<file path="src/sv/tde_ram.sv">
`default_nettype none
// ----------------------------------------------------------------------------
// Trie dictionary RAM
// Single-port synchronous RAM with a registered read and no reset.
// ----------------------------------------------------------------------------
module tde_ram #(
  parameter int WIDTH = 8,
  parameter int DEPTH = 16
) (
  input  wire logic                     clk_i,
  input  wire logic                     we_i,
  input  wire logic [$clog2(DEPTH)-1:0] addr_i,
  input  wire logic [WIDTH-1:0]         wdata_i,
  output logic      [WIDTH-1:0]         rdata_o
);

  logic [WIDTH-1:0] mem [DEPTH];

  always_ff @(posedge clk_i) begin
    if (we_i) begin
      mem[addr_i] <= wdata_i;
    end
    rdata_o <= mem[addr_i];
  end

endmodule
`default_nettype wire

</file>
<file path="config.mk">
export PLATFORM = sky130hd
export DESIGN_NAME = tde_ram
export DESIGN_NICKNAME = d
export VERILOG_FILES = /design/src/sv/tde_ram.sv
export SDC_FILE = /design/constraint.sdc
export NUM_CORES = 1
export LEC_CHECK = 0
export BUFFER_PORTS_ARGS = -buffer_cell sky130_fd_sc_hd__buf_2
export CORE_AREA = 4 4 97 191
export DETAILED_ROUTE_END_ITERATION = 6
export DIE_AREA = 0 0 101 195
export GPL_TIMING_DRIVEN = 0
export PLACE_DENSITY = 0.53
export RECOVER_POWER = 25
export SLEW_MARGIN = 10
export SYNTH_ARGS = -nofsm -noshare
export SYNTH_HDL_FRONTEND = slang
export SYNTH_SLANG_ARGS = --single-unit
export TNS_END_PERCENT = 5
</file>
<file path="constraint.sdc">
create_clock -name clk_i -period 2.6 [get_ports clk_i]
set_input_delay 0.13 -clock clk_i [delete_from_list [all_inputs] [get_ports clk_i]]
set_output_delay 0.13 -clock clk_i [all_outputs]
set_load 0.005 [all_outputs]
</file>
== Yosys cells after proc, flatten, opt, wreduce, memory -nomap -nowiden ==
Memories as Yosys holds them, arrays and structs flattened. A register that Yosys moved wholly into a read port is not among the register bits.
Index checks and enable logic that the tools add are counted.
Storage, ports and cells
  output and inout bits: 8
  memories: 1
  RAM bits: 128
  flip-flop bits (word level): 0
Memories
  mem: depth 16, width 8, read ports 1, clocked after Yosys merged registers in 1, wr ports 1, line 17  | logic [WIDTH-1:0] mem [DEPTH];
Operators by class
  mux-type cells: 2
Operator list (number)
  1-bit 2-to-1 mux: 2

== Logic depth before layout (Yosys ltp) ==
Gate-level depths: netlist (run 1).
  word-level depth: 2
  gate-level depth with buffers: 5

== Worst setup path before layout (run 1) ==
No wires, ideal clock.
  path kind: input -> register
  from: input addr_i[2]
  to: memory mem[0][0], enable pin
  path slack: 977 ps
  stages on the path: 2
  arrival time: 1240 ps
  library setup time: 383 ps
  cell sequence: or3b_2 -> nor3_1
RTL lines
  from (decl): line 12  | input wire logic [$clog2(DEPTH)-1:0] addr_i,
  to (decl): line 17
No word-level cell before the write port.

== Worst setup path after layout (run 1) ==
  from: input addr_i[1]
  to: memory mem[3][1], enable pin
No word-level cell before the write port.

==> results of run 1 <==
-- cells by family after synthesis --
logic type	count (synthesis)	synth area share (%)
buffers and inverters	11	1.19
AO/OA/AOI/OAI	16	2.37
flip-flops	136	79.0
multiplexers	32	14.2
AND/OR/NAND/NOR	35	3.21
-- metal layers --
metal,GRT usage (%),vias to the layer above
met2,16.8,66
met4,3.99,0
met3,3.54,6
li1,-,1037
met1,14.1,1219
met5,0,-
-- placed cells by master (no fill, tap or decap), drive strengths merged --
cell	n
and2	1
mux4	32
nor3	4
nor2b	2
clkbuf	29
nand3	1
nor2	13
clkinv	7
edfxtp	128
clkinvlp	2
nand2b	2
or3b	1
nand2	9
a22oi	16
nand3b	2
buf	21
bufinv	2
dfxtp	8
-- registers in the layout, summed over array words and instances, names as in the netlist --
name	cells
mem	128
rdata_o	8
-- final cells by class --
| type | instances | area [um2] | share of cell area (%) |
|---|---|---|---|
| multi-input combinational | 83 | 1020 | 17.0 |
| timing repair buffer | 19 | 87.6 | 1.47 |
| clock inverter | 11 | 108 | 1.80 |
| sequential | 136 | 4000 | 67.0 |
| clock buffer | 20 | 437 | 7.31 |
| tap | 210 | 263 | 4.40 |
| buffer | 11 | 60.1 | 1.00 |
-- where the power goes --
part | total, mW | switching [mW] | internal (mW) | leakage [nW]
combinational | 0.226 | 0.135 | 0.0910 | 0.404
sequential | 2.47 | 0.0122 | 2.45 | 1.22
clock | 2.19 | 0.806 | 1.39 | 0.264
-- how the worst max path moves through the flow --
stage,start,endpoint,slack (ps),cells after the start
floorplan,addr_i[2],mem[0][0],980,2
global placement,addr_i[2],mem[0][0],380,3
detailed placement,addr_i[1],mem[8][4],370,3
CTS,addr_i[2],mem[0][0],800,3
global route,addr_i[1],mem[3][0],660,4
finish,addr_i[1],mem[3][1],810,4
-- per-stage QoR --
| stage | std cells | hold slack (ps) | area (um2) |
|---|---|---|---|
| 5_1_grt | 490 | 147 | 5980 |
| 4_1_cts | 490 | 121 | 5970 |
| 6_report | 490 | 147 | 5980 |
| 3_5_place_dp | 459 | 511 | 5430 |
| 2_1_floorplan | 230 | 229 | 5070 |
| 3_3_place_gp | 459 | 512 | 5430 |
-- worst reg2reg max path: stages (launching register included) --
cell and delay, ps:
edfxtp_1 370, mux4_2 500, a22oi_1 270, nand2_1 110
==> summary.txt, run 1 <==
Cells and area
  – End-of-flow core utilization: between 30% and 40%
  – Final net count: approximately 280
  – FILL cells: approximately 1600
  – # diodes: 0
  – Layout cells sized above 1: roughly 29%
  – Area Overhead vs Synth: 18.0%

Timing
  – Final Max Tran Viols: 0
  – Fmax: about 0.56 GHz
  – Setup Viol. Count Final: 0
  – Final Skew: 8.69 ps
  – Slew at the pin closest to its max-slew limit: between 1000 and 1500 ps
  – Unrepaired setup endpoints after global routing: false
  – Hold Fails Final Rpt: 0
  – Fin Setup TNS: 0 ps
  – Setup WS post-layout: 807 ps
  – Tcrit/Tclk final: between 60% and 70%
  – Max-slew headroom: between 20% and 30%
  – Min cycle time layout: 1790 ps

Power and ir drop
  – Peak VDD IR: a little under 0.0005 V
  – PwrDens: 817 mW/mm2
  – LEAKAGE: around 1.9 nW
  – Total chip power: approximately 5 mW

Clock network
  – CTS tree: built
  – Post-CTS Setup Bufs: 0
  – CTS Root Cell: clkbuf_16
  – Clock-pin slew on the worst setup and hold paths: ~50 ps
  – Maximum clock insertion buffer count: 2
  – CTS sink count: 136
  – Num CTS Buffers: 17
  – Clk_lat worst skew: just over 400 ps
  – H-tree levels: 4
  – Post-cts repair resize count: 0
  – CTS Hold Buffers Added: 0

Setup path
  – Delay-heaviest family, CP: simple AND/OR/NAND/NOR gates
  – Worst path slowest cell: nor2_1
  – Reg2reg start: mem[4][3]
  – Critical path buffer and inverter count: 2
  – Startpoint Class: primary input
  – R2R cell count: 3
  – Cell chain of the critical path: buf_2 > buf_1 > nand2_1 > nor2_1
  – R2R setup slack: about 1200 ps
  – Crit. End Element: register
  – Critical Path AT: ~1800 ps
  – Worst EP required: about 2600 ps
  – WS Path Type: primary input to register
  – Critical Path Fanout Max: 10
  – Reg-to-Reg End: rdata_o[3]
  – Delay of the slowest critical-path stage: between 700 and 800 ps

Floorplan
  – Chip Width: slightly above 100 um
  – DIE HEIGHT: between 150 and 200 um
  – I/O pins: 22
  – Rows: 68
  – Die footprint: roughly 0.02 mm2
  – Floorplan core area: 0.0171 mm2
  – Starting Density: 29.6%

Synthesis
  – FF+latch count, synth: 136
  – Mapped Cells: 230
  – Synth Area per Inst: 22.0 um2
  – Synth area leader: edfxtp_1
  – Syn Nets: 244
  – Seq/Total Area, Yosys: between 70% and 80%
  – Synth top area share: 75.9%
  – Fraction of registers with async set/reset: 0%
  – Mapped Area: a little over 0.005 mm2
  – Most common cell in the netlist: edfxtp_1
  – Synth warn: 0
  – Synth top area cells: edfxtp_1 (76%), mux4_2 (14%), dfxtp_1 (3.2%)
  – Top post-synthesis cells by count: edfxtp_1 (128), mux4_2 (32), a22oi_1 (16)
  – EDFF count, synth: 128
  – Main synth FF type: edfxtp_1
  – Yosys cell types: 18

Drt
  – Drt wl/cell: 20.5 um
  – Initial DRC count: ~130
  – Antenna viol nets, final: 0
  – Residual DRC count: 0
  – Via density per instance: 4.75
  – Via Count: between 2000 and 2500
  – Total wire length: about 10000 um
  – Wl on met1: slightly above 4000 um
  – Routed wl met3: around 680 um
  – Top layer in use: met4
  – Initial DRT Pass Iterations: 4
  – Met2 routed WL: 5180 um

Hold path
  – Worst min path class: primary input to register
  – Hold Crit Depth: 1
  – WHS Endpoint: mem[2][7]
  – Hold path startpoint: wdata_i[7]

Placement
  – Hpwl dp: ~6600 um
  – Number of port buffers: 19
  – Gpl congestion: ~0.73
  – Setup WS pre-CTS: about 370 ps

Global routing
  – Largest net degree at the start of global routing: 17
  – Antenna violations before repair: 0
  – GRT overflow: 0
  – Vias in the first global route: between 2000 and 2500
  – First-pass GRT wire length: around 15000 um
  – Total GRT Usage: a little over a tenth

Run status
  – Status: finished, final reports clean

Flow run
  – Count of max-cap constraint violations: 0
(Power assumes the default switching activity.)
==> run 2, diff against run 1 <==
- ABC_AREA: unset -> 1
- CORE_AREA: 4 4 97 191 -> 4 4 102 201
- DIE_AREA: 0 0 101 195 -> 0 0 106 205
- PLACE_DENSITY: 0.53 -> 0.54
- clock period: 2.6 -> 1.51 ns (I/O delays scaled with it)
==> run 2 against run 1 <==
Net effect: the run now ends with negative setup slack left; worst setup slack got worse by 860 ps; clock power rose by 85%; utilization is 0.32 points higher; routed wire length grew 32%; global-route usage is 2.3 points higher; sequential cell count did not move; worst hold slack got worse by 17 ps; first-iteration DRC count is 65% higher; sequential power grew 72%; sequential share of layout area decreased by 6.7 points; design area is 11% higher; critical path type unchanged; highest routed layer unchanged.
==> summary.txt, run 2 <==
Clock network
  – Clock-pin slew on the worst setup and hold paths: 60 ps
  – Num CTS Buffers: 17
  – CTS Root Cell: clkbuf_16
  – Clk_lat worst skew: between 400 and 500 ps
  – Maximum clock insertion buffer count: 2
  – CTS tree: built
  – CTS sink count: 136
  – H-tree levels: 4

Power and ir drop
  – Clock network power share: around 46%
  – PwrDens: roughly 1300 mW/mm2
  – Gate power share: around 6.0%
  – Net Sw Power: between 1.5 and 2 mW
  – Total chip power: 8.83 mW
  – Peak VDD IR: between 0.0005 and 0.0006 V
  – Total internal power: 6.99 mW
  – Flop pwr share: a little under 50%
  – LEAKAGE: 2.78 nW
  – Sw Ratio: between 20% and 30%

Synthesis
  – Seq/Total Area, Yosys: a little under three quarters
  – Synth area leader: edfxtp_1
  – Synth top area cells: edfxtp_1 (69%), nand2_1 (23%), dfxtp_1 (2.9%)
  – Top post-synthesis cells by count: nand2_1 (346), edfxtp_1 (128), inv_1 (21)
  – Mapped Area: roughly 0.0056 mm2
  – Syn Nets: approximately 560
  – Yosys cell types: 11
  – Synth top area share: between 60% and 70%
  – Mapped Cells: between 500 and 600
  – EDFF count, synth: roughly 130
  – FF+latch count, synth: 136
  – Most common cell in the netlist: nand2_1
  – Synth Area per Inst: just over 10 um2
  – Synth warn: 0
  – Main synth FF type: edfxtp_1
  – Fraction of registers with async set/reset: 0%

Placement
  – Hpwl dp: 9790 um
  – Setup WS pre-CTS: -491 ps
  – Number of port buffers: 20
  – Gpl congestion: approximately 0.87

Hold path
  – Worst min path class: primary input to register
  – Hold Crit Depth: 1
  – WHS Endpoint: mem[12][6]
  – Hold path startpoint: wdata_i[6]

Setup path
  – Reg2reg start: mem[7][1]
  – Worst path slowest cell: nor2_1
  – Reg-to-Reg End: rdata_o[1]
  – Cell chain of the critical path: buf_2 > clkbuf_1 > nand3_1 > nor2_1
  – R2R setup slack: roughly 500 ps
  – Worst EP required: between 1500 and 2000 ps
  – Crit. End Element: register
  – Critical Path AT: ~1600 ps
  – WS Path Type: primary input to register
  – Startpoint Class: primary input
  – Critical Path Fanout Max: 10
  – R2R cell count: 8
  – Delay of the slowest critical-path stage: 640 ps

Timing
  – Hold Fails Final Rpt: 0
  – Setup WS post-layout: -56.3 ps
  – Setup Viol. Count Final: 16
  – Tcrit/Tclk final: 104%
  – Final Skew: just under 9 ps
  – Min cycle time layout: between 1500 and 2000 ps
  – Fmax: roughly 0.64 GHz
  – Slew at the pin closest to its max-slew limit: 924 ps
  – Final Max Tran Viols: 0
  – Max-slew headroom: between 30 and 40%
  – Unrepaired setup endpoints after global routing: true
  – Fin Setup TNS: -555 ps

Run status
  – Status: finished, violations left
  – Violated checks: negative setup slack

Floorplan
  – DIE HEIGHT: roughly 210 um
  – Die footprint: 0.0217 mm2
  – Floorplan core area: between 0.015 and 0.02 mm2
  – Starting Density: around 30%
  – I/O pins: 22
  – Chip Width: around 110 um
  – Rows: 71

Global routing
  – GRT overflow: 0
  – Largest net degree at the start of global routing: 17
  – Antenna violations before repair: 0
  – Vias in the first global route: 3768
  – First-pass GRT wire length: 20500 um
  – Total GRT Usage: 13.1%

Drt
  – Drt wl/cell: approximately 16 um
  – Initial DRC count: 211
  – Total wire length: between 10000 and 15000 um
  – Via density per instance: between 4 and 5
  – Residual DRC count: 0
  – Initial DRT Pass Iterations: 5
  – Antenna viol nets, final: 0
  – Via Count: ~3600

Cells and area
  – Commonest non-fill, non-tap cell in the layout: nand2_1
  – Layout cells sized above 1: a little under an eighth
  – Max reg flops: 128
  – # diodes: 0
  – Top flop regs: mem x128, rdata_o x8
  – Biggest register: mem
  – Area Overhead vs Synth: 18.8%
  – Most frequent cells in the layout: nand2_1 (346), edfxtp_1 (128), buf_2 (25)
  – Final net count: approximately 600

Flow run
  – Count of max-cap constraint violations: 0
run 2: changes by cell type after synthesis, sizes merged:
| cell | previous run | this run |
|---|---|---|
| buf | 8 | 18 |
| or3b | 1 | 0 |
| inv | 0 | 22 |
| nor2 | 13 | 18 |
| mux4 | 32 | 0 |
| and2 | 1 | 0 |
| nor2b | 2 | 0 |
| nand2 | 9 | 346 |
| a22oi | 16 | 0 |
| clkinv | 0 | 1 |
| nand2b | 2 | 0 |
| nor3 | 4 | 0 |
| nand3b | 2 | 0 |
| nand3 | 1 | 4 |
run 2: layer usage:
layer	up-vias	global-route usage, %	routed length [um]
li1	1828	-	-
met1	1665	12.3	4750
met2	77	25.1	7530
met3	31	2.84	363
met4	0	8.29	618
met5	-	0	0
run 2: how the worst max path moves through the flow:
stage                         start         end  slack, ps
final                     addr_i[1]  mem[15][5]        -60
after global routing      addr_i[1]  mem[15][5]       -120
after CTS                 addr_i[1]   mem[3][5]        -20
after detailed placement  addr_i[1]  mem[11][4]       -490
after global placement    addr_i[1]  mem[10][5]       -480
after floorplan           addr_i[1]   mem[3][0]         60
run 2: power groups by stage:
stage | Combinational (mW) | Sequential [mW] | Clock [mW]
3_5_place_dp | 0.538 | 4.32 | 0
6_report | 0.527 | 4.24 | 4.06
3_3_place_gp | 0.530 | 4.32 | 0
4_1_cts | 0.541 | 4.24 | 4.13
5_1_grt | 0.601 | 4.25 | 4.30
2_1_floorplan | 0.291 | 4.32 | 0
run 2: what timing repair did:
item	4_1_cts	5_1_grt
pin swaps	0	0
gates resized for setup	3	10
setup endpoints to repair	24	96
setup buffers	0	0
hold buffers	0	0
run 2: layout make-up:
| cell class | instances | area, um2 |
|---|---|---|
| clock buffer | 29 | 586 |
| inverter | 23 | 86.3 |
| sequential | 136 | 4000 |
| timing repair buffer | 20 | 91.3 |
| clock inverter | 3 | 21.3 |
| multi-input combinational | 368 | 1420 |
| buffer | 21 | 116 |
| fill | 1940 | 12200 |
| tap | 255 | 319 |
run 2: stage by stage:
step           cell area (um2)  hold WS (ps)  instances  utilization (%)
2_1_floorplan             5590           174        548                -
3_3_place_gp              6010           463        823             31.9
3_5_place_dp              6010           456        823             31.9
5_1_grt                   6640           119        855             35.3
6_report                  6640           130        855             35.3
4_1_cts                   6630          92.8        855             35.2
run 2: worst max-delay path, delay by kind of cell:
kind,cells,cell delay [ps]
buffers and inverters,2,530
and+or+nand+nor,2,990
run 2: logic make-up (layout without fill, tap and decap cells):
group	count (synthesis)	count (layout)	synth area share, %
AND/OR/NAND/NOR	368	368	24.8
buffers and inverters	44	96	3.62
flip-flops	136	136	71.6
